File: src/design/bllca_pkg.sv
package bllca_pkg;

  // Fixed field widths of node ids and depths
  localparam int NODE_W  = 10;
  localparam int DEPTH_W = 10;

  // Depth saturates here
  localparam logic [DEPTH_W-1:0] DEPTH_MAX = 10'd1023;

  // Request codes
  localparam logic REQ_ATTACH = 1'b0;
  localparam logic REQ_QUERY  = 1'b1;

  // Parameter defaults
  localparam int MAX_NODES_DEF = 1024;
  localparam int LEVELS_DEF    = 10;

endpackage

File: src/design/bllca_lift.sv
// Shared lift unit: picks the 2^lvl ancestor out of two rows and compares
// the depth held in a probed row against a reference depth.
module bllca_lift #(
  parameter int LEVELS = bllca_pkg::LEVELS_DEF,
  parameter int AW     = 10
) (
  input  logic [bllca_pkg::DEPTH_W+LEVELS*AW-1:0] row_a,
  input  logic [bllca_pkg::DEPTH_W+LEVELS*AW-1:0] row_b,
  input  logic [$clog2(LEVELS)-1:0]               lvl,
  input  logic [bllca_pkg::DEPTH_W+LEVELS*AW-1:0] probe_row,
  input  logic [bllca_pkg::DEPTH_W-1:0]           ref_depth,
  output logic [AW-1:0]                           anc_a,
  output logic [AW-1:0]                           anc_b,
  output logic                                    depth_ge
);
  import bllca_pkg::*;

  localparam int ROW_W = DEPTH_W + LEVELS * AW;

  assign anc_a    = row_a[int'(lvl) * AW +: AW];
  assign anc_b    = row_b[int'(lvl) * AW +: AW];
  assign depth_ge = (probe_row[ROW_W-1 -: DEPTH_W] >= ref_depth);

endmodule

File: config.mk
export PLATFORM = sky130hd
export DESIGN_NAME = bllca_lift
export DESIGN_NICKNAME = d
export VERILOG_FILES = /design/src/design/bllca_pkg.sv /design/src/design/bllca_lift.sv
export SDC_FILE = /design/constraint.sdc
export NUM_CORES = 1
export LEC_CHECK = 0
export BUFFER_PORTS_ARGS = -buffer_cell sky130_fd_sc_hd__buf_2
export CAP_MARGIN = 20
export CORE_AREA = 2 2 142 144
export DETAILED_ROUTE_END_ITERATION = 10
export DIE_AREA = 0 0 144 146
export PLACE_DENSITY = 0.42
export SYNTH_ARGS = -nofsm -noshare
export SYNTH_HDL_FRONTEND = slang
export SYNTH_SLANG_ARGS = --single-unit
File: constraint.sdc
create_clock -name vclk -period 1.7
set_input_delay 0.255 -clock vclk [all_inputs]
set_output_delay 0.255 -clock vclk [all_outputs]
set_load 0.05 [all_outputs]
Word-level counts from Yosys, hierarchy flattened --
Cells that the tools add are included.
Word-level totals: register bits after elaboration 0, word-level logic and storage cells 4, bits of input ports 344, output and inout bits 21
Operators by class: magnitude comparators 1, shift-type cells 2, $mul 1
Operator list (number):
- variable part select 110 x 32 -> 10 bit | 1
- variable part select 110 x 9 -> 10 bit | 1
- >= comparator 10 bit | 1
- multiplier 4 x 3 -> 7 bit (second input constant) | 1

Depth between registers and ports, before layout --
depth in word-level cells 2, depth in mapped cells 6, depth with buffers taken out 6

Worst setup path before layout --
Ideal clock, no wire load.
kind input port to output port, start point in lvl[0], end point out anc_a[1], data required time 1445 ps, path buffers 2, path slack -681 ps, stages 5, arrival time 2126 ps, path through buf_6 -> buf_12 -> mux4_2 -> nor2_1 -> o32ai_1
On the way: cells in the longest elaborated chain, start to end 2
RTL lines:
- start, declared | line bllca_lift.sv:9 | input logic [$clog2(LEVELS)-1:0] lvl,
- multiplier 4 x 3 -> 7 bit | line bllca_lift.sv:20 | assign anc_a = row_a[int'(lvl) * AW +: AW];
- variable part select 110 x 32 -> 10 bit | line bllca_lift.sv:20
- end, declared | line bllca_lift.sv:12 | output logic [AW-1:0] anc_a,
No other way between the ends.

Worst setup path in the final report --
start point in lvl[0], end point out anc_a[0]
The elaborated chain is that of the path after synthesis.

==> run summary <==
syn nets: 572
post-synthesis simple-gate area fraction: 0.0862
Filler Cell Count: 2128
total number of sequential cells: 0
Internal: 0.806 mW
Leakage Power: 2.30 nW
initial antenna violation count: 3
grt total ovfl: 0
Clk pwr share: 0
violated checks: negative setup slack
combinational power share: 1.000
clock buffers: 0
Synth Area in Compound Gates: 0.199
Seq pwr share: 0
Wirelength per Cell: 17.5 µm
CP max-delay cell: mux4_2
Psw: 0.749 mW
mux cell area share after synthesis: 0.518
fraction of layout cells with a size suffix above 1: 0.794
number of DRC markers in iteration 0: 75
post-synthesis cell area: 2150 µm²
Die Span Y: 146 µm
Layout area overhead: 123%
pre-CTS WS: -0.312 ns
main combinational cell family by area after synthesis: multiplexers
Finish-stage setup viols: 17
die footprint: 21000 µm²
num ports: 365
number of vias per cell: 3.97
Worst path max stage delay: 0.55 ns
Final ANT Viol Nets: 0
placer congestion estimate: 0.806
Worst Tran Pin Value: 0.308 ns
Worst setup EP type: primary output
Setup WS post-layout: -0.0443 ns
synth unique cells: 21
crit-path cells: buf_16 > buf_16 > mux4_2 > nor2_4 > o32ai_4 > buf_12
Core ar.: 19300 µm²
CP Max Fanout: 7
MaxCap Viol Count: 0
minimum clock period: 1.74 ns
total length of routed wires: 13.1 mm
post-synthesis xor/xnor area fraction: 0
metal2 WL: 6.15 mm
flip-flop and latch area: 0 µm²
Mapped Avg Cell Area: 9.85 µm²
largest net degree at the start of global routing: 27
Total Power: 1.56 mW
VDD IR max: 0.128 mV
RSZ-0062 raised after global routing: true
die width: 144 µm
YS warnings: 0
Worst EP required: 1.44 ns
Slew Viols, Final: 0
row cnt: 51
Max Clock Freq: 573 MHz
sequential fraction of the synthesis area: 0
Cells after Synth: 218
vias: 2963
WL met3: 902 µm
Tot GR Track Use: 0.117
DR DRC count: 0
number of global-route vias before repair: 3229
Post-DP HPWL: 11.6 mm
final core occ: 0.248
CTS Hold Buffers Added: 0
Pre-antenna DRT Iters: 4
cell mode on critical path: buf_16
starting density of the core: 0.111
Final Hold Vio Count: 0
port buffer count: 265
adder-cell share of the synthesized area: 0.0582
power per cell area: 325 nW/µm²
top sig layer: met5
Worst Path Arrival: 1.49 ns
fin crit share: 1.03
Sum Neg Setup Slack: -0.422 ns
Crit Path Category: in -> out
status: finished with violations
first-pass GRT wire length: 18.9 mm
Metal-1 WL: 5.81 mm
Max-slew headroom: 0.795
fin nets: 836
Startpoint Class: primary input
Sw Ratio: 0.482
worst hold path type: in -> out
[power groups by stage]
stage | logic, mW | clock network, mW | registers (mW)
floorplan | 0.834 | 0 | 0
global placement | 1.36 | 0 | 0
detailed placement | 1.37 | 0 | 0
CTS | 1.57 | 0 | 0
global route | 1.65 | 0 | 0
finish | 1.56 | 0.0000000786 | 0
[critical path, delay by kind of cell]
| family | cells | cell delay [ns] |
|---|---|---|
| compound gates | 1 | 0.09 |
| buf+inv | 3 | 0.44 |
| mux | 1 | 0.55 |
| simple gates | 1 | 0.15 |
[timing repair]
item,4_1_cts,5_1_grt
cloned,5,0
setup endpoints to repair,21,21
pin swaps,6,7
setup buffers,0,0
gates resized for setup,98,6
hold endpoints to repair,0,0
[cells by family (layout without fill, tap and decap cells)]
kind of cell    count (synthesis)  count (layout)
compound gates                 48              48
fa+ha+maj                      10              10
buf+inv                        54             316
mux                            60              60
other cells                     0               1
simple gates                   46              46
[cell usage after synthesis]
cell	count	area, µm²
buf_6	5	56.3
o32ai_1	20	175
mux2i_1	20	200
clkbuf_1	6	22.5
mux4_2	37	833
buf_2	6	30.0
o221a_2	1	11.3
a21o_1	2	15.0
inv_1	30	113
mux4_1	3	78.8
nand2b_1	2	12.5
buf_12	2	40.0
buf_4	5	37.5
nand4_1	2	12.5
a21oi_1	4	20.0
ha_1	10	125
nor2b_1	1	6.26
o211a_1	20	200
o21ai_0	1	5.00
nor2_1	20	75.1
nand2_1	21	78.8
[stage by stage]
step | instances | hold WS (ns) | area (µm²)
after CTS | 745 | 1.03 | 4760
after detailed placement | 740 | 1.08 | 4290
after global placement | 740 | 1.08 | 4290
final | 746 | 0.996 | 4790
after global routing | 745 | 1.04 | 4790
after floorplan | 218 | 0.871 | 2520
[cell usage in the layout (no fill, tap or decap)]
cell type  count
a21o_1         2
bufbuf_16      1
ha_1          10
mux4_2        39
nand2b_2       1
buf_6         22
nor2b_4        1
o32ai_4       19
nand4_1        2
o21ai_2        1
mux4_1         1
nand2_1       19
nor2_4        18
buf_2        242
o211a_4        6
inv_2          2
o32ai_2        1
a21oi_2        2
nand2b_1       1
a21oi_1        2
nand2_2        2
buf_12        14
inv_1         28
o211a_1       14
buf_16         5
diode_2        1
mux2i_1       20
o221a_2        1
buf_4          2
nor2_2         2
[path summary, 6_finish.rpt]
kind	slack, ns	depth (start not counted)	end	startpoint
worst min-delay path	1.0	5	depth_ge	probe_row[109]
worst max-delay path	-0.04	6	anc_a[0]	lvl[0]
[layout make-up]
| type | count | area, µm² | share of cell area |
|---|---|---|---|
| multi-input combinational | 164 | 2420 | 0.505 |
| timing repair buffer | 286 | 1920 | 0.402 |
| tap | 265 | 332 | 0.0692 |
| inverter | 30 | 113 | 0.0235 |
| antenna | 1 | 2.50 | 0.000523 |
[metal layers]
metal,up-vias,global-route usage
li1,1398,-
met1,1393,0.166
met2,152,0.189
met3,16,0.0191
met4,4,0.0162
met5,-,0
No activity file was read; power rests on OpenSTA's default activity.
