==> config.mk <==
export PLATFORM = sky130hd
export DESIGN_NAME = bllca_ram
export DESIGN_NICKNAME = d
export VERILOG_FILES = /design/src/design/bllca_ram.sv
export SDC_FILE = /design/constraint.sdc
export NUM_CORES = 1
export LEC_CHECK = 0
export ABC_AREA = 1
export BUFFER_PORTS_ARGS = -buffer_cell sky130_fd_sc_hd__buf_4
export CAP_MARGIN = 30
export CELL_PAD_IN_SITES_DETAIL_PLACEMENT = 0
export CELL_PAD_IN_SITES_GLOBAL_PLACEMENT = 1
export CORE_MARGIN = 2
export CORE_UTILIZATION = 42
export DETAILED_ROUTE_END_ITERATION = 8
export GPL_TIMING_DRIVEN = 0
export PLACE_DENSITY_LB_ADDON = 0.1
export SLEW_MARGIN = 5
export SYNTH_ARGS = -nofsm -noshare
export SYNTH_HDL_FRONTEND = slang
export SYNTH_SLANG_ARGS = --single-unit
==> constraint.sdc <==
create_clock -name clk -period 1.05 [get_ports clk]
set_input_delay 0.0525 -clock clk [delete_from_list [all_inputs] [get_ports clk]]
set_output_delay 0.0525 -clock clk [all_outputs]
set_load 0.005 [all_outputs]
==> src/design/bllca_ram.sv <==
module bllca_ram #(
  parameter int WIDTH = 8,
  parameter int DEPTH = 16
) (
  input  logic                     clk,
  input  logic                     we,
  input  logic [$clog2(DEPTH)-1:0] waddr,
  input  logic [WIDTH-1:0]         wdata,
  input  logic [$clog2(DEPTH)-1:0] ra_addr,
  output logic [WIDTH-1:0]         ra_data,
  input  logic [$clog2(DEPTH)-1:0] rb_addr,
  output logic [WIDTH-1:0]         rb_data
);

  logic [WIDTH-1:0] mem [DEPTH];

  always_ff @(posedge clk) begin
    if (we) begin
      mem[waddr] <= wdata;
    end
    ra_data <= mem[ra_addr];
    rb_data <= mem[rb_addr];
  end

endmodule

# ---- After elaboration in Yosys (flattened, before gate mapping)
# Memory sizes are Yosys's and may differ from the RTL's. A register that Yosys moved wholly into a read port is not among the register bits.
# Index checks and enable logic that the tools add are counted.
dict set report totals {
  memories 1
  regBits 0
  elab_cells 3
  ram_bits 128
}
dict set report classes {
  mux 2
}
# memory depth word_bits rd rd_ports_with_merged_regs wr line
set memory_table {}
lappend memory_table {mem 16 8 2 2 1 15} ;# logic [WIDTH-1:0] mem [DEPTH];
# op count
set op_table {}
lappend op_table {{2-to-1 mux 1 bit} 2}

# ---- Depth between registers and ports, before layout
dict set report depth {
  ltp_word 2
  mapped_depth 7
  depth_no_buf 6
}

# ---- Least setup slack after synthesis
# OpenSTA, ideal clock, no wires.
dict set report synth_path {
  path_kind {input-to-reg}
  start {input port waddr[3]}
  end {memory mem[4][0] (enable)}
  arrival_ns 0.633
  required_time_ns 0.680
  n_path_buf 0
  slack_ns 0.047
  cell_stages 2
  setup_ns 0.370
  path_cell_list {nand3b_1 -> nor2_1}
}
# element line
set synth_lines {}
lappend synth_lines {{start: declaration} 7} ;# input logic [$clog2(DEPTH)-1:0] waddr,
lappend synth_lines {{end: declaration} 15}
# Straight into the memory's write port.

==> run_results.csv <==
group,metric,value,unit
logic_synthesis,synth_simple_gate_area_share,30.9,%
drt,drc,0,
timing,finalClockSkew,0.00943,ns
clocking,worstSkewPairLatency,0.43,ns
grt,grtUsageMet2,45.5,%
timing,rsz_0062_raised_after_global_routing,"yes",
place,place.port_buffers,31,
logic_synthesis,fraction_of_synthesized_cell_area_taken_by_the_top_area_cell_type,52.9,%
logic_synthesis,synth_top_family_by_area,"simple AND/OR/NAND/NOR gates",
place,dpl_worst_slack,-0.599,ns
timing,period_minus_slack,1.05,ns
logic_synthesis,synth_seq_area_share,57.4,%
grt,global_route.usage.met3,9.09,%
pwr,power.static_leakage,4.01,nW
logic_synthesis,syn-num-nets,873,
setup_path,timing.reg2reg.worst_path_depth,6,
logic_synthesis,ranking_of_synthesized_cells_by_area,"sky130_fd_sc_hd__edfxtp_1 53%, sky130_fd_sc_hd__nand3_1 16%, sky130_fd_sc_hd__nand2_1 14%",
drt,routed_wl,26900,microns
finish,layout-drive-gt1-share,27.6,%
logic_synthesis,post_synth.cell_area_avg,8.53,sq um
grt,maximum_number_of_pins_on_one_net_before_global_route_repair,17,
timing,slew_headroom,40.8,%
setup_path,critical_path.reg2reg.startpoint,"mem[15][2]",
place,detailed_placement_hpwl,18000,microns
floorplanning,die_h,135,microns
finish,final_net_count,932,
pwr,p_int,10.7,mW
drt,drt-wirelength-per-cell,23.5,microns
timing,final-max-slew-violation-count,0,
clocking,cts-htree-levels,4,
finish,num_antenna_cells,0,
logic_synthesis,synth-main-ff-cell,"sky130_fd_sc_hd__edfxtp_1",
setup_path,timing_worst_setup_path_type,"primary input to register",
worst_hold_path,hp-start,"wdata[1]",
logic_synthesis,synthAdderAreaFrac,0,%
clocking,tritoncts,"done",
pwr,power_switching_share,25.4,%
pwr,max-vdd-ir-drop,1.11,mV
logic_synthesis,yosys-top-cells-count,"277 x sky130_fd_sc_hd__nand2_1, 225 x sky130_fd_sc_hd__nand3_1, 134 x sky130_fd_sc_hd__inv_1",
setup_path,flop_to_flop_setup_slack,0.01,ns
grt,grt_remaining_overflow,0,
logic_synthesis,synth.cell_area,0.00726,sq mm
logic_synthesis,yosys.area.top_type,"sky130_fd_sc_hd__edfxtp_1",
grt,number_of_antenna_violations_at_the_first_check_in_global_routing,0,
floorplanning,ios,38,
pwr,power.share.combinational,12.4,%
timing,tns,-0.000951,ns
clocking,path_clk_slew,0.06,ns
drt,final_antenna_net_count,0,
worst_hold_path,hold_path.class,"primary input to register",
logic_synthesis,synth_compound_area_share,0,%
clocking,clock_tree.buffer_depth,2,
setup_path,crit_start,"ra_addr[3]",
worst_hold_path,holdPathStages,1,
setup_path,signal_arrival_time_at_the_worst_endpoint,1.36,ns
pwr,seq_power_share,45.0,%
pwr,power_per_cell_area,1600,mW/mm^2
timing,final_hold_viol_count,0,
grt,grt_usage,30.0,%
logic_synthesis,synth_most_common_cell,"sky130_fd_sc_hd__nand2_1",
setup_path,critical_path.startpoint_type,"primary input",
clocking,clk_root_buffer_cell,"sky130_fd_sc_hd__clkbuf_16",
setup_path,cp-end-kind,"register",
flow_run,max_cap_viol_count,0,
logic_synthesis,ys_async_sr_fraction,0,%
floorplanning,placement_rows,48,
worst_hold_path,whs_endpoint,"mem[15][1]",
grt,globalRoute.busiestLayer,"met2",
floorplanning,start_util,42.4,%
outcome,status,"complete, but fails checks",
grt,grt_pass1_wl,38500,microns
timing,setup-violations-final,1,
floorplanning,placeableCoreArea,0.0171,sq mm
setup_path,timing.rr.end,"ra_data[2]",
timing,max_slew.worst_pin.slew,0.884,ns
finish,fin_area,0.00898,sq mm
drt,routed_via_count,6457,
timing,clock.fmax,0.952,GHz
timing,setup_slack,-0.000951,ns
logic_synthesis,synth.distinct_cells,13,
floorplanning,die_x,135,microns
finish,layout-area-overhead-vs-synth,23.8,%
logic_synthesis,number_of_enable_flip_flop_cells_after_synthesis,128,
grt,via_count_of_the_first_global_routing_pass,6060,
logic_synthesis,synth.yosys.warnings,0,
logic_synthesis,ys_seq_elements,144,
logic_synthesis,synth_mux_area_share,0,%
timing,final.period_utilization,100,%
pwr,switchingPower,3.65,mW
clocking,cts_buffers,17,
place,placedInstanceArea,0.00780,sq mm
logic_synthesis,synthXorXnorAreaFrac,0,%
grt,gr-usage-met1,41.3,%
drt,drtIter0Drc,698,
setup_path,data_required_time_of_the_worst_path,1.36,ns
drt,drt-vias-per-instance,5.62,
outcome,failed_checks,"negative setup slack",
place,gpl.final_weighted_congestion,0.941,
floorplanning,die-area,0.0184,sq mm
setup_path,critical_path_peak_fanout,9,
clocking,clock_sinks,144,
drt,detail_route.first_pass.iterations,8,
pwr,clkPwrFrac,42.6,%
logic_synthesis,synthesis.instances,851,
layer usage:
layer / share of wire (%) / routed length, microns / up-vias
met3: 9.6 / 2600 / 65
li1: - / - / 2860
met2: 45 / 12200 / 403
met1: 42 / 11200 / 3129
met4: 3.2 / 859 / 0
met5: 0 / 0 / -
sequential cells by signal, indices dropped and copies added, names as in the netlist:
register and count:
ra_data 8, mem 128, rb_data 8
power by group through the flow:
stage | sequential, mW | combinational [mW] | clock (mW)
after global placement | 6.57 | 1.51 | 0
after floorplan | 6.57 | 0.807 | 0
after detailed placement | 6.57 | 1.53 | 0
final | 6.45 | 1.78 | 6.12
after global routing | 6.47 | 1.88 | 6.43
after CTS | 6.45 | 1.58 | 6.14
through the flow:
step / util, % / hold slack (ns) / cells / power, mW
global route: 52.5 / 0.00809 / 1148 / 14.8
detailed placement: 45.6 / 0.414 / 1111 / 8.11
CTS: 49.9 / 0.000633 / 1145 / 14.2
floorplan: - / 0.151 / 851 / 7.38
global placement: 45.4 / 0.403 / 1107 / 8.08
finish: 52.5 / 0.0185 / 1148 / 14.4
worst max-delay path, cell delays in order:
cell	delay [ns]
sky130_fd_sc_hd__buf_1	0.53
sky130_fd_sc_hd__inv_1	0.45
sky130_fd_sc_hd__nand3_2	0.25
sky130_fd_sc_hd__nand2_1	0.07
cells by family (layout without fill, tap and decap cells):
group                  count (synthesis)  after routing
buffers and inverters                186            258
DFF                                  144            144
and+or+nand+nor                      521            521
placed cells by master, fill, tap and decap left out:
cell                            instances
sky130_fd_sc_hd__edfxtp_1             128
sky130_fd_sc_hd__nand2_1              266
sky130_fd_sc_hd__nand2_2               11
sky130_fd_sc_hd__nand3_4                5
sky130_fd_sc_hd__clkbuf_2               1
sky130_fd_sc_hd__clkbuf_8               2
sky130_fd_sc_hd__nor2_1                13
sky130_fd_sc_hd__nand3_2               86
sky130_fd_sc_hd__nor2_2                 4
sky130_fd_sc_hd__inv_6                  1
sky130_fd_sc_hd__clkinv_4               2
sky130_fd_sc_hd__inv_1                 99
sky130_fd_sc_hd__inv_2                 39
sky130_fd_sc_hd__clkbuf_16             21
sky130_fd_sc_hd__dfxtp_1               16
sky130_fd_sc_hd__buf_6                 14
sky130_fd_sc_hd__nand3b_1               2
sky130_fd_sc_hd__buf_4                 41
sky130_fd_sc_hd__buf_1                  1
sky130_fd_sc_hd__dlygate4sd3_1          3
sky130_fd_sc_hd__clkbuf_1               6
sky130_fd_sc_hd__clkinv_2               2
sky130_fd_sc_hd__buf_2                 26
sky130_fd_sc_hd__nand3_1              134
what timing repair did:
action                                  CTS  global route
hold buffers                              2             1
resized for setup                        25           123
endpoints found under the setup margin   44            17
pin swaps                                 4            35
hold endpoints to repair                 32             3
buffers inserted                          0             0
cell type report:
| cell class | count | area (sq um) |
|---|---|---|
| clock buffers | 27 | 568 |
| repair buffers | 40 | 308 |
| well taps | 225 | 282 |
| fillers | 1587 | 8130 |
| flip-flops and latches | 144 | 4160 |
| multi-input cells | 521 | 2780 |
| plain buffers | 48 | 334 |
| clock inverters | 5 | 36.3 |
| inverters | 138 | 518 |
worst max path at each step:
| stage | end | slack [ns] |
|---|---|---|
| finish | ra_data[1] | -0.001 |
| global route | rb_data[1] | -0.04 |
| CTS | mem[4][6] | -0.15 |
| detailed placement | mem[11][7] | -0.60 |
| global placement | mem[7][2] | -0.62 |
| floorplan | mem[4][0] | 0.05 |
(Power assumes the default switching activity.)
